### src/design/lxr_pkg.sv
// Shared types, constants and result helpers for the expression lexer.
`default_nettype none

package lxr_pkg;

    // Default width of the position and length counters
    localparam int POS_BITS_DEF = 16;
    // Width of offsets and lengths as they leave the block
    localparam int OUT_BITS = 16;
    // Results one character can cause at most
    localparam int MAX_RESULTS = 3;
    localparam int CNT_BITS = 2;
    // Entries of the queue between front and back; a power of two
    localparam int QUEUE_DEPTH = 4;
    // Width of the master tdata bus: start, length, error code, zero pad
    localparam int TDATA_BITS = 40;
    localparam int TUSER_BITS = 4;

    typedef enum logic [1:0] {
        MODE_IDLE = 2'd0,
        MODE_INT  = 2'd1,
        MODE_REAL = 2'd2,
        MODE_SYM  = 2'd3
    } lex_mode_t;

    typedef enum logic [2:0] {
        TT_NUM = 3'd0,
        TT_PL  = 3'd1,
        TT_PR  = 3'd2,
        TT_SEP = 3'd3,
        TT_OP  = 3'd4,
        TT_SYM = 3'd5
    } token_type_t;

    typedef enum logic [2:0] {
        ERR_OK    = 3'd0,
        ERR_ALPHA = 3'd1,
        ERR_DOT   = 3'd2,
        ERR_CHAR  = 3'd3,
        ERR_PAREN = 3'd4,
        ERR_LONG  = 3'd5
    } error_code_t;

    typedef struct packed {
        token_type_t         token_type;
        logic [OUT_BITS-1:0] token_start;
        logic [OUT_BITS-1:0] token_length;
        logic                expr_end;
        error_code_t         error_code;
    } result_t;

    // All results caused by one character, slot 0 first
    typedef struct packed {
        logic [CNT_BITS-1:0]            count;
        result_t [MAX_RESULTS-1:0]      slot;
    } bundle_t;

    // Build a token word
    function automatic result_t make_token(input token_type_t ttype,
                                           input logic [OUT_BITS-1:0] start,
                                           input logic [OUT_BITS-1:0] length);
        result_t r;
        r.token_type   = ttype;
        r.token_start  = start;
        r.token_length = length;
        r.expr_end     = 1'b0;
        r.error_code   = ERR_OK;
        return r;
    endfunction

    // Build the closing status word
    function automatic result_t make_close(input error_code_t err);
        result_t r;
        r.token_type   = TT_NUM;
        r.token_start  = '0;
        r.token_length = '0;
        r.expr_end     = 1'b1;
        r.error_code   = err;
        return r;
    endfunction

endpackage

`default_nettype wire

### src/design/lxr_front.sv
// Front end: accepts characters, classifies them and tracks the lexer state.
`default_nettype none

module lxr_front #(
    parameter int POS_BITS = lxr_pkg::POS_BITS_DEF
) (
    input  wire logic             clk,
    input  wire logic             rst_n,
    input  wire logic             s_tvalid,
    output logic                  s_tready,
    input  wire logic [7:0]       s_tdata,     // ch
    input  wire logic             s_tlast,     // last
    input  wire logic             queue_full,
    output logic                  push,
    output lxr_pkg::bundle_t      push_bundle
);

    localparam int WIDE_BITS = (POS_BITS > lxr_pkg::OUT_BITS) ? POS_BITS : lxr_pkg::OUT_BITS;

    // Cut or extend a counter value to the output width
    function automatic logic [lxr_pkg::OUT_BITS-1:0] to_out(input logic [POS_BITS-1:0] v);
        logic [WIDE_BITS-1:0] w;
        w = WIDE_BITS'(v);
        return w[lxr_pkg::OUT_BITS-1:0];
    endfunction

    lxr_pkg::lex_mode_t    mode_reg, mode_next;
    logic [POS_BITS-1:0]   tok_start_reg, tok_start_next;
    logic [POS_BITS-1:0]   tok_len_reg, tok_len_next;
    logic [POS_BITS-1:0]   char_pos_reg, char_pos_next;
    logic [15:0]           paren_reg, paren_next;
    logic                  discarding_reg, discarding_next;

    logic                  accept;
    logic                  is_digit, is_dot, is_alpha, is_space, is_oper, is_sep;
    logic                  cont, flush;
    lxr_pkg::error_code_t  err;
    lxr_pkg::token_type_t  flush_type;
    logic [lxr_pkg::CNT_BITS-1:0] cnt;
    lxr_pkg::result_t [lxr_pkg::MAX_RESULTS-1:0] slots;

    assign s_tready = !queue_full;
    assign accept   = s_tvalid && s_tready;

    // Classify the character
    assign is_digit = (s_tdata >= "0") && (s_tdata <= "9");
    assign is_dot   = (s_tdata == ".");
    assign is_alpha = ((s_tdata >= "a") && (s_tdata <= "z")) ||
                      ((s_tdata >= "A") && (s_tdata <= "Z")) || (s_tdata == "_");
    assign is_space = (s_tdata == 8'h20) || (s_tdata == 8'h09) || (s_tdata == 8'h0A) ||
                      (s_tdata == 8'h0D) || (s_tdata == 8'h0B) || (s_tdata == 8'h0C);
    assign is_oper  = (s_tdata == "+") || (s_tdata == "-") || (s_tdata == "*") ||
                      (s_tdata == "/") || (s_tdata == "^");
    assign is_sep   = (s_tdata == ",") || (s_tdata == ":") || (s_tdata == "|");

    // Work out the next state and the results of this character
    always_comb
    begin
        mode_next       = mode_reg;
        tok_start_next  = tok_start_reg;
        tok_len_next    = tok_len_reg;
        char_pos_next   = char_pos_reg;
        paren_next      = paren_reg;
        discarding_next = discarding_reg;
        err             = lxr_pkg::ERR_OK;
        cont            = 1'b0;
        flush           = 1'b0;
        flush_type      = (mode_reg == lxr_pkg::MODE_SYM) ? lxr_pkg::TT_SYM : lxr_pkg::TT_NUM;
        cnt             = '0;
        slots           = '0;

        if (discarding_reg)
        begin
            // Swallow the rest of a failed expression
            if (s_tlast)
                discarding_next = 1'b0;
        end
        else
        begin
            if (&char_pos_reg)
                err = lxr_pkg::ERR_LONG;
            else
            begin
                // Extend, end or reject the open token
                case (mode_reg)
                    lxr_pkg::MODE_INT:
                    begin
                        if (is_digit)
                            cont = 1'b1;
                        else if (is_dot)
                        begin
                            cont      = 1'b1;
                            mode_next = lxr_pkg::MODE_REAL;
                        end
                        else if (is_alpha)
                            err = lxr_pkg::ERR_ALPHA;
                        else
                            flush = 1'b1;
                    end
                    lxr_pkg::MODE_REAL:
                    begin
                        if (is_digit)
                            cont = 1'b1;
                        else if (is_dot)
                            err = lxr_pkg::ERR_DOT;
                        else if (is_alpha)
                            err = lxr_pkg::ERR_ALPHA;
                        else
                            flush = 1'b1;
                    end
                    lxr_pkg::MODE_SYM:
                    begin
                        if (is_alpha || is_digit || is_dot)
                            cont = 1'b1;
                        else
                            flush = 1'b1;
                    end
                    default:
                    begin
                        cont = 1'b0;
                    end
                endcase

                if (cont)
                    tok_len_next = tok_len_reg + POS_BITS'(1);

                if (flush)
                begin
                    slots[cnt] = lxr_pkg::make_token(flush_type, to_out(tok_start_reg),
                                                     to_out(tok_len_reg));
                    cnt        = cnt + lxr_pkg::CNT_BITS'(1);
                    mode_next  = lxr_pkg::MODE_IDLE;
                end

                // Start a token, emit a one-character token, skip white space or reject the character
                if (!cont && (err == lxr_pkg::ERR_OK))
                begin
                    if (is_space)
                    begin
                        cont = 1'b0;
                    end
                    else if (is_digit || is_dot)
                    begin
                        tok_start_next = char_pos_reg;
                        tok_len_next   = POS_BITS'(1);
                        mode_next      = is_dot ? lxr_pkg::MODE_REAL : lxr_pkg::MODE_INT;
                    end
                    else if (is_alpha)
                    begin
                        tok_start_next = char_pos_reg;
                        tok_len_next   = POS_BITS'(1);
                        mode_next      = lxr_pkg::MODE_SYM;
                    end
                    else if (s_tdata == "(")
                    begin
                        paren_next = paren_reg + 16'd1;
                        slots[cnt] = lxr_pkg::make_token(lxr_pkg::TT_PL, to_out(char_pos_reg),
                                                         lxr_pkg::OUT_BITS'(1));
                        cnt        = cnt + lxr_pkg::CNT_BITS'(1);
                    end
                    else if (s_tdata == ")")
                    begin
                        paren_next = paren_reg - 16'd1;
                        slots[cnt] = lxr_pkg::make_token(lxr_pkg::TT_PR, to_out(char_pos_reg),
                                                         lxr_pkg::OUT_BITS'(1));
                        cnt        = cnt + lxr_pkg::CNT_BITS'(1);
                    end
                    else if (is_sep)
                    begin
                        slots[cnt] = lxr_pkg::make_token(lxr_pkg::TT_SEP, to_out(char_pos_reg),
                                                         lxr_pkg::OUT_BITS'(1));
                        cnt        = cnt + lxr_pkg::CNT_BITS'(1);
                    end
                    else if (is_oper)
                    begin
                        slots[cnt] = lxr_pkg::make_token(lxr_pkg::TT_OP, to_out(char_pos_reg),
                                                         lxr_pkg::OUT_BITS'(1));
                        cnt        = cnt + lxr_pkg::CNT_BITS'(1);
                    end
                    else
                        err = lxr_pkg::ERR_CHAR;
                end

                if (err == lxr_pkg::ERR_OK)
                    char_pos_next = char_pos_reg + POS_BITS'(1);
            end

            // Close the expression on an error or at its last character
            if (err != lxr_pkg::ERR_OK)
            begin
                slots[cnt]      = lxr_pkg::make_close(err);
                cnt             = cnt + lxr_pkg::CNT_BITS'(1);
                discarding_next = !s_tlast;
            end
            else if (s_tlast)
            begin
                if (mode_next != lxr_pkg::MODE_IDLE)
                begin
                    slots[cnt] = lxr_pkg::make_token(
                        (mode_next == lxr_pkg::MODE_SYM) ? lxr_pkg::TT_SYM : lxr_pkg::TT_NUM,
                        to_out(tok_start_next), to_out(tok_len_next));
                    cnt        = cnt + lxr_pkg::CNT_BITS'(1);
                end
                slots[cnt] = lxr_pkg::make_close((paren_next != 16'd0) ? lxr_pkg::ERR_PAREN
                                                                       : lxr_pkg::ERR_OK);
                cnt        = cnt + lxr_pkg::CNT_BITS'(1);
            end

            if ((err != lxr_pkg::ERR_OK) || s_tlast)
            begin
                mode_next      = lxr_pkg::MODE_IDLE;
                tok_start_next = '0;
                tok_len_next   = '0;
                char_pos_next  = '0;
                paren_next     = '0;
            end
        end
    end

    assign push              = accept && (cnt != '0);
    assign push_bundle.count = cnt;
    assign push_bundle.slot  = slots;

    // Hold the lexer state; advance on each accepted character
    always_ff @(posedge clk or negedge rst_n)
    begin
        if (!rst_n)
        begin
            mode_reg       <= lxr_pkg::MODE_IDLE;
            tok_start_reg  <= '0;
            tok_len_reg    <= '0;
            char_pos_reg   <= '0;
            paren_reg      <= '0;
            discarding_reg <= 1'b0;
        end
        else if (accept)
        begin
            mode_reg       <= mode_next;
            tok_start_reg  <= tok_start_next;
            tok_len_reg    <= tok_len_next;
            char_pos_reg   <= char_pos_next;
            paren_reg      <= paren_next;
            discarding_reg <= discarding_next;
        end
    end

endmodule

`default_nettype wire

### src/design/lxr_queue.sv
// Short queue of result bundles between the front and back ends.
`default_nettype none

module lxr_queue (
    input  wire logic              clk,
    input  wire logic              rst_n,
    input  wire logic              push,
    input  wire lxr_pkg::bundle_t  push_bundle,
    input  wire logic              pop,
    output logic                   full,
    output logic                   head_valid,
    output lxr_pkg::bundle_t       head
);

    localparam int PTR_BITS = $clog2(lxr_pkg::QUEUE_DEPTH);
    localparam int CNT_W    = $clog2(lxr_pkg::QUEUE_DEPTH + 1);

    lxr_pkg::bundle_t    mem_reg [lxr_pkg::QUEUE_DEPTH];
    logic [PTR_BITS-1:0] wr_ptr_reg, wr_ptr_next;
    logic [PTR_BITS-1:0] rd_ptr_reg, rd_ptr_next;
    logic [CNT_W-1:0]    count_reg, count_next;

    assign full       = (count_reg == CNT_W'(lxr_pkg::QUEUE_DEPTH));
    assign head_valid = (count_reg != '0);
    assign head       = mem_reg[rd_ptr_reg];

    // Advance pointers and fill level
    always_comb
    begin
        wr_ptr_next = push ? wr_ptr_reg + PTR_BITS'(1) : wr_ptr_reg;
        rd_ptr_next = pop ? rd_ptr_reg + PTR_BITS'(1) : rd_ptr_reg;
        count_next  = count_reg;
        if (push && !pop)
            count_next = count_reg + CNT_W'(1);
        else if (pop && !push)
            count_next = count_reg - CNT_W'(1);
    end

    always_ff @(posedge clk or negedge rst_n)
    begin
        if (!rst_n)
        begin
            wr_ptr_reg <= '0;
            rd_ptr_reg <= '0;
            count_reg  <= '0;
        end
        else
        begin
            wr_ptr_reg <= wr_ptr_next;
            rd_ptr_reg <= rd_ptr_next;
            count_reg  <= count_next;
        end
    end

    // Write the incoming bundle
    always_ff @(posedge clk)
    begin
        if (push)
            mem_reg[wr_ptr_reg] <= push_bundle;
    end

endmodule

`default_nettype wire

### src/design/lxr_back.sv
// Back end: walks each bundle one result per cycle into the output register, holding while m_tready is low.
`default_nettype none

module lxr_back (
    input  wire logic                             clk,
    input  wire logic                             rst_n,
    input  wire logic                             head_valid,
    input  wire lxr_pkg::bundle_t                 head,
    output logic                                  pop,
    output logic                                  m_tvalid,
    input  wire logic                             m_tready,
    output logic [lxr_pkg::TDATA_BITS-1:0]        m_tdata,  // token_start, token_length, error_code
    output logic [lxr_pkg::TUSER_BITS-1:0]        m_tuser,  // token_type, expr_end
    output logic                                  m_tlast   // run_last
);

    localparam int PAD_BITS = lxr_pkg::TDATA_BITS - 2 * lxr_pkg::OUT_BITS - 3;

    logic [lxr_pkg::CNT_BITS-1:0] idx_reg, idx_next;
    logic                         valid_reg, valid_next;
    lxr_pkg::result_t             res_reg;
    logic                         last_reg;
    logic                         load;
    logic                         is_final;

    // Take the next result whenever the output register is free
    assign load     = head_valid && (!valid_reg || m_tready);
    assign is_final = (idx_reg == (head.count - lxr_pkg::CNT_BITS'(1)));
    assign pop      = load && is_final;

    always_comb
    begin
        idx_next   = idx_reg;
        valid_next = valid_reg && !m_tready;
        if (load)
        begin
            valid_next = 1'b1;
            idx_next   = is_final ? '0 : idx_reg + lxr_pkg::CNT_BITS'(1);
        end
    end

    always_ff @(posedge clk or negedge rst_n)
    begin
        if (!rst_n)
        begin
            idx_reg   <= '0;
            valid_reg <= 1'b0;
        end
        else
        begin
            idx_reg   <= idx_next;
            valid_reg <= valid_next;
        end
    end

    // Load the output word
    always_ff @(posedge clk)
    begin
        if (load)
        begin
            res_reg  <= head.slot[idx_reg];
            last_reg <= is_final;
        end
    end

    assign m_tvalid = valid_reg;
    assign m_tdata  = {{PAD_BITS{1'b0}}, res_reg.error_code, res_reg.token_length,
                       res_reg.token_start};
    assign m_tuser  = {res_reg.expr_end, res_reg.token_type};
    assign m_tlast  = last_reg;

endmodule

`default_nettype wire

### src/design/expression_lexer_core.sv
// An accepted character's results are written into the queue and then loaded
//   into the output register. Throughput: one character per cycle while the
//   queue is not full; the 4-bundle queue absorbs the bursts of multi-word results.
// The output register sends one word per cycle while m_tready is high and results are queued.
// Reset (rst_n low, asynchronous) clears the lexer state, the queue and the
//   output valid; the block is ready for characters once reset is released.
`default_nettype none

module expression_lexer_core #(
    parameter int POS_BITS = lxr_pkg::POS_BITS_DEF
) (
    input  wire logic                           clk,
    input  wire logic                           rst_n,
    input  wire logic                           s_tvalid,
    output logic                                s_tready,
    input  wire logic [7:0]                     s_tdata,   // ch
    input  wire logic                           s_tlast,   // last
    output logic                                m_tvalid,
    input  wire logic                           m_tready,
    output logic [lxr_pkg::TDATA_BITS-1:0]      m_tdata,   // token_start, token_length, error_code
    output logic [lxr_pkg::TUSER_BITS-1:0]      m_tuser,   // token_type, expr_end
    output logic                                m_tlast    // run_last
);

    logic             push;
    lxr_pkg::bundle_t push_bundle;
    logic             queue_full;
    logic             head_valid;
    lxr_pkg::bundle_t head;
    logic             pop;

    lxr_front #(
        .POS_BITS (POS_BITS)
    ) u_front (
        .clk         (clk),
        .rst_n       (rst_n),
        .s_tvalid    (s_tvalid),
        .s_tready    (s_tready),
        .s_tdata     (s_tdata),
        .s_tlast     (s_tlast),
        .queue_full  (queue_full),
        .push        (push),
        .push_bundle (push_bundle)
    );

    lxr_queue u_queue (
        .clk         (clk),
        .rst_n       (rst_n),
        .push        (push),
        .push_bundle (push_bundle),
        .pop         (pop),
        .full        (queue_full),
        .head_valid  (head_valid),
        .head        (head)
    );

    lxr_back u_back (
        .clk        (clk),
        .rst_n      (rst_n),
        .head_valid (head_valid),
        .head       (head),
        .pop        (pop),
        .m_tvalid   (m_tvalid),
        .m_tready   (m_tready),
        .m_tdata    (m_tdata),
        .m_tuser    (m_tuser),
        .m_tlast    (m_tlast)
    );

endmodule

`default_nettype wire
### config.mk
export PLATFORM = sky130hd
export DESIGN_NAME = expression_lexer_core
export DESIGN_NICKNAME = d
export VERILOG_FILES = /design/src/design/lxr_pkg.sv /design/src/design/lxr_front.sv /design/src/design/lxr_queue.sv /design/src/design/lxr_back.sv /design/src/design/expression_lexer_core.sv
export SDC_FILE = /design/constraint.sdc
export NUM_CORES = 1
export LEC_CHECK = 0
export ABC_CLOCK_PERIOD_IN_PS = 9800
export BUFFER_PORTS_ARGS = -buffer_cell sky130_fd_sc_hd__buf_2
export CAP_MARGIN = 40
export CORE_ASPECT_RATIO = 0.6
export CORE_MARGIN = 2
export CORE_UTILIZATION = 60
export DETAILED_ROUTE_END_ITERATION = 16
export PLACE_DENSITY_LB_ADDON = 0.12
export SYNTH_ARGS = -nofsm -noshare
export SYNTH_HDL_FRONTEND = slang
export SYNTH_HIERARCHICAL = 1
export SYNTH_SLANG_ARGS = --single-unit
### constraint.sdc
create_clock -name clk -period 9.8 [get_ports clk]
set_input_delay 0.98 -clock clk [delete_from_list [all_inputs] [get_ports clk]]
set_output_delay 0.98 -clock clk [all_outputs]
set_load 0.01 [all_outputs]
==> impl_metrics.ini, run 1 <==
[status]
status = finished clean

[timing]
worst_slack_ns = 3.25
relSlewSlack_pct = 37.4
setup_viol = 0
min_period_ns = 6.55
worstMarginPinSlew_ns = 0.931
slew_violations = 0
rsz0062_at_grt = no
hold_violations = 0
tns_ns = 0
max_freq_mhz = 153
finalClockSkew_ns = 0.0326
period_share_pct = 66.8
whs_ns = 0.377

[floorplanning]
core_area_um2 = 44500
rows = 60
io_pins = 60
initial_core_util_pct = 60.5
die_y_um = 168
dieArea_um2 = 46600
die_w_um = 277

[clock_network]
root_buffer = clkbuf_16
post_cts_buffers = 0
cts.sinks = 593
clockBufferDepth = 3
cts_hold_buf = 0
cts_resized = 0
cts_buffers = 53
clkLatencyLatePin_ns = 0.60
cts.clk_slew.worst_paths_ns = 0.06
cts_tree = done
htree_levels = 2

[yosys]
yosys-mux-area-fraction_pct = 12.3
synth_cell_type_count = 101
synth_area_per_cell_um2 = 15.3
synth_area_leaders = edfxtp_1 (58%), mux4_2 (10%), dfrtp_1 (7.2%)
synth-async-reset-ratio_pct = 13.0
synth_simple_gate_area_share_pct = 9.48
synthXorXnorAreaFrac_pct = 1.07
synth_top_family_by_area = multiplexers
syn_inst = 1763
syn_area_um2 = 26900
synth-edff-count = 516
yosysSeqAreaShare_pct = 64.7
synth_compound_area_share_pct = 8.10
synth-seq-cells = 593
ys.flop_type = edfxtp_1
ys_top_cells_by_count = edfxtp_1 (516), nand2_1 (152), mux4_2 (119)
synth.top_cell.area_share_pct = 57.6
yosys_warnings = 6
synth_fa_ha_area_share_pct = 1.00
yosys.area.top_type = edfxtp_1
yosysMostFrequentCell = edfxtp_1

[routing]
drt_iter0_drc = 1925
routed_wl_mm = 63.4
dr.pass1.iters = 7
postRouteAntennaNets = 0
drc_errors = 0
vias_per_cell = 6.66
via_count = 16100
wl_per_cell_um = 26.2

[placed_design]
gp_congestion = 0.870
dp_cells = 2318
pre_cts_slack_ns = 2.82
dpl_cell_area_um2 = 27600
hpwl_mm = 38.5
port_buffers = 54

[power_and_ir_drop]
vdd_drop_max_mv = 0.162
p_leak_nw = 9.98
finalPower_mw = 7.30
powerDensity_nw_per_um2 = 249

[flow_run]
maxCapViolations = 0

[worst_setup_path]
path_class = in -> reg
path_max_fanout = 86
cp.required_ns = 10.00
cp-end-kind = flop
reg2reg_depth = 20
arrival_ns = 6.75
critPathLaunchType = input pin
regToRegSetupSlack_ns = 3.71

[finish]
syn_to_final_growth_pct = 8.92
largest_reg_flops = 476
utilization_pct = 65.9
fin_cells = 2417
drive_above_1_share_pct = 20.8
final_area_um2 = 29300
fin_nets = 1820
diodes = 0

[global_route]
antenna_found_initial = 1
grt_pass1_wl_mm = 97.3
grt_usage_pct = 27.7
first_global_vias = 15900
grt_max_degree = 120
overflow = 0

[hold_path]
hold_class = in -> async
==> layout make-up <==
cell class	count	area, µm²
Clock buffer	79	1520
Clock inverter	18	141
Fill cell	3136	15200
Inverter	29	109
Multi-Input combinational cell	1019	8660
Sequential cell	593	17400
Tap cell	589	737
Timing Repair Buffer	90	719
==> power breakdown <==
part,leakage (nW),switching [mW],internal (mW)
sequential,6.01,0.181,3.20
combinational,3.15,1.10,0.832
clock,0.817,0.888,1.11
==> layer usage <==
layer | vias up | global-route usage [%] | share of wire (%)
met1 | 8298 | 43.0 | 46
met5 | - | 0 | 0
li1 | 6981 | - | -
met2 | 736 | 42.2 | 46
met3 | 74 | 4.04 | 7.2
met4 | 0 | 5.95 | 1.4
==> path summary, 6_finish.rpt <==
check                                                 startpoint                           endpoint
max in group asynchronous                                  rst_n  u_queue/rd_ptr_reg[0]$_DFFE_PN0P_
min in group clk                u_queue/count_reg[2]$_DFFE_PN0P_   u_queue/count_reg[2]$_DFFE_PN0P_
worst min-delay path                                       rst_n  u_front/paren_reg[11]$_DFFE_PN0P_
worst max-delay path                                  s_tdata[4]   u_queue/mem_reg[1][39]$_DFFE_PP_
worst min register to register  u_queue/count_reg[2]$_DFFE_PN0P_   u_queue/count_reg[2]$_DFFE_PN0P_
worst max register to register   u_front/mode_reg[1]$_DFFE_PN0P_   u_queue/mem_reg[1][39]$_DFFE_PP_
==> worst max-delay path: stages <==
cell and delay (ns):
buf_2 0.18, or4_4 0.57, a21o_1 0.24, a211oi_2 0.50, nand2_2 0.21, inv_2 0.47
ha_1 0.20, mux2i_1 0.06, mux2i_1 0.24, nand2_1 0.22, ha_1 0.38, nor2_1 0.07
a21o_1 0.18, ha_1 0.28, nor2_1 0.08, a211oi_1 0.08, o211ai_1 0.14, and3_1 0.42
and2_4 0.62, buf_12 0.45
==> cell families after synthesis <==
group	after synthesis
AND/OR/NAND/NOR	457
multiplexers	183
other	2
adder cells (fa/ha/maj)	21
XOR/XNOR	32
buffers and inverters	155
AO/OA/AOI/OAI	320
flip-flops	593
==> layout by cell type, fill, tap and decap left out, types with 12 or more instances in the layout <==
cell type and instances:
inv_1 26, mux4_2 119, and3_1 15, buf_4 23, ha_1 20, nand4_1 16
xnor2_1 13, o22ai_1 23, edfxtp_1 516, buf_2 53, nor2_1 65, nand2_1 152
dfrtp_1 73, o31ai_1 16, a21oi_1 28, a31oi_1 12, clkbuf_1 16, a22oi_1 16
xor2_1 18, mux2i_1 61, a21o_1 12, nand3_1 40, nor4_1 14, clkbuf_16 53
nor3_1 25, nor2_4 30, o21ai_0 111, a22o_1 30
(Power assumes the default switching activity.)
==> inputs of run 2 (changes only) <==
--- a/config.mk
+++ b/config.mk
@@ -5,12 +5,13 @@
 export SDC_FILE = /design/constraint.sdc
 export NUM_CORES = 1
 export LEC_CHECK = 0
-export ABC_CLOCK_PERIOD_IN_PS = 9800
+export ABC_AREA = 1
+export ABC_CLOCK_PERIOD_IN_PS = 5450
 export BUFFER_PORTS_ARGS = -buffer_cell sky130_fd_sc_hd__buf_2
 export CAP_MARGIN = 40
 export CORE_ASPECT_RATIO = 0.6
 export CORE_MARGIN = 2
-export CORE_UTILIZATION = 60
+export CORE_UTILIZATION = 57
 export DETAILED_ROUTE_END_ITERATION = 16
 export PLACE_DENSITY_LB_ADDON = 0.12
 export SYNTH_ARGS = -nofsm -noshare
==> constraint.sdc (replaced) <==
create_clock -name clk -period 5.45 [get_ports clk]
set_input_delay 0.545 -clock clk [delete_from_list [all_inputs] [get_ports clk]]
set_output_delay 0.545 -clock clk [all_outputs]
set_load 0.01 [all_outputs]
==> impl_metrics.ini, run 2 <==
[finish]
fin_cells = 3686
fin_nets = 2982
largest_reg_flops = 476
fillers = 4119
mostFrequentLayoutCells = nand2_1 (701), edfxtp_1 (516), inv_1 (425), o211ai_1 (243), nor2_1 (193)
drive_above_1_share_pct = 9.62
layout_commonest_cell = nand2_1
diodes = 0
syn_to_final_growth_pct = 8.61

[yosys]
yosysSeqAreaShare_pct = 59.6
synth.top_cell.area_share_pct = 53.0
yosysMostFrequentCell = nand2_1
synth-seq-cells = 593
yosys_warnings = 6
ys.flop_type = edfxtp_1
yosys.area.top_type = edfxtp_1
syn_inst = 2956
synth-async-reset-ratio_pct = 13.0
syn_area_um2 = 29200
synth-edff-count = 516
synth_area_leaders = edfxtp_1 (53%), nand2_1 (9.0%), dfrtp_1 (6.6%)
synth_cell_type_count = 57
ys_top_cells_by_count = nand2_1 (701), edfxtp_1 (516), inv_1 (431)
synth_area_per_cell_um2 = 9.89

[hold_path]
hold_start = m_tready
hold_class = in -> reg

[placed_design]
hpwl_mm = 46.3
gp_congestion = 0.974
port_buffers = 54
dp_cells = 3584

[worst_setup_path]
critPathLaunchType = flop
path_cells = inv_1 > ha_1 > inv_1 > a21oi_1 > nand4_4 > inv_2 > ha_1 > nand2_1 > nand3_1 > nand2_1 > nand2_1 > nand2_1 > nand2_1 > nand2_2 > ha_1 > nand2_1 > o21a_1 > ha_1 > nand2_1 > nand3_1 > a21oi_1 > nand2_1 > clkinvlp_4 > buf_12
crit_top_cell = nand2_1
r2r-start = u_front/mode_reg[0]$_DFFE_PN0P_
path_max_fanout = 47
cp.required_ns = 5.71
path_class = reg -> reg
arrival_ns = 5.33
path_delay_family = simple AND/OR/NAND/NOR gates
cpPeakStageDelay_ns = 0.54
critPathSlowestCell = a21oi_1
worstSetupStartpoint = u_front/mode_reg[0]$_DFFE_PN0P_
cp-end-kind = flop
crit_buf_inv = 5

[clock_network]
clockBufferDepth = 3
cts.sinks = 593
htree_levels = 2
clkLatencyLatePin_ns = 0.59
cts_tree = done
post_cts_buffers = 0
root_buffer = clkbuf_16
cts_buffers = 54
cts.clk_slew.worst_paths_ns = 0.06

[global_route]
overflow = 0
first_global_vias = 19900
grt_pass1_wl_mm = 115
antenna_found_initial = 0
grt_usage_pct = 27.8
grt_max_degree = 230

[status]
status = finished clean

[routing]
dr.pass1.iters = 6
via_count = 21100
vias_per_cell = 5.73
drt_iter0_drc = 2396
wl_per_cell_um = 19.9
routed_wl_mm = 73.3
postRouteAntennaNets = 0
drc_errors = 0

[timing]
worstMarginPinSlew_ns = 0.957
setup_viol = 0
finalClockSkew_ns = 0.0162
tns_ns = 0
max_freq_mhz = 197
period_share_pct = 93.0
rsz0062_at_grt = no
hold_violations = 0
min_period_ns = 5.07
slew_violations = 0
relSlewSlack_pct = 36.2

[floorplanning]
dieArea_um2 = 53200
initial_core_util_pct = 57.6
die_w_um = 296
die_y_um = 179
io_pins = 60
rows = 64
core_area_um2 = 50800

[flow_run]
maxCapViolations = 0

[power_and_ir_drop]
p_leak_nw = 12.7
vdd_drop_max_mv = 0.470
powerDensity_nw_per_um2 = 468
[run 2: metal layers]
metal  routed length, µm  track usage, %
met1               34400            44.6
met2               31100            40.3
met3                6660            4.22
met4                1120            5.33
met5                   0               0
[run 2: stage by stage]
step / worst slack [ns] / instance area, µm² / hold slack, ns / utilization, % / power, mW
final: 0.380 / 31800 / 0.281 / 62.5 / 14.9
after global routing: 0.0780 / 31800 / 0.271 / 62.5 / 15.7
after CTS: 0.490 / 31800 / 0.253 / 62.5 / 14.9
after detailed placement: 0.332 / 29800 / 0.395 / 58.8 / 10.9
after global placement: 0.537 / 29700 / 0.392 / 58.5 / 10.8
after floorplan: 0.149 / 29300 / 0.249 / - / 9.75
[run 2: final timing paths]
kind                       cells past startpoint                           endpoint  slack [ns]
min in group asynchronous                      2   u_front/paren_reg[6]$_DFFE_PN0P_        0.32
max in group asynchronous                      4  u_queue/rd_ptr_reg[0]$_DFFE_PN0P_        4.30
min reg2reg                                    2   u_queue/count_reg[2]$_DFFE_PN0P_        0.51
max reg2reg                                   24  u_queue/mem_reg[2][115]$_DFFE_PP_        0.38
min                                            4          u_back/m_tvalid$_DFF_PN0_        0.28
max                                           24  u_queue/mem_reg[2][115]$_DFFE_PP_        0.38
[run 2: worst register-to-register path: stages, from the launching register on]
cell	delay [ns]
dfrtp_1	0.39
inv_1	0.12
ha_1	0.34
inv_1	0.05
a21oi_1	0.25
nand4_4	0.23
inv_2	0.17
ha_1	0.25
nand2_1	0.07
nand3_1	0.07
nand2_1	0.08
nand2_1	0.06
nand2_1	0.05
nand2_1	0.06
nand2_2	0.18
ha_1	0.29
nand2_1	0.08
o21a_1	0.15
ha_1	0.24
nand2_1	0.07
nand3_1	0.10
a21oi_1	0.54
nand2_1	0.20
clkinvlp_4	0.31
buf_12	0.34
[run 2: power by group]
part           switching [mW]  internal [mW]  leakage (nW)  total (mW)
clock network            1.67           2.36         0.925        4.03
registers               0.308           5.83          5.80        6.14
logic                    3.32           1.37          5.99        4.69
total                    5.29           9.56          12.7        14.9
[run 2: kinds of logic after synthesis]
family | count (synthesis) | share of synthesized area (%)
other | 2 | 0.0257
and+or+nand+nor | 1136 | 16.8
DFF | 593 | 59.6
xor gates and xnor gates | 29 | 0.869
adders and majority gates | 21 | 0.924
buffers and inverters | 627 | 9.87
AOI/OAI and AO/OA | 548 | 12.0
[run 2: what timing repair did]
| action | CTS | global route |
|---|---|---|
| resized for setup | 0 | 0 |
| hold buffers | 1 | 0 |
| endpoints found under the hold margin | 10 | 0 |
[run 2: area by class of cell]
type,instances,area (µm²),share of cell area [%]
Sequential cell,593,17400,54.9
Multi-Input combinational cell,1740,8950,28.2
Inverter,457,1740,5.48
Clock buffer,71,1530,4.82
Tap cell,693,867,2.73
Timing Repair Buffer,102,866,2.73
Clock inverter,30,367,1.15
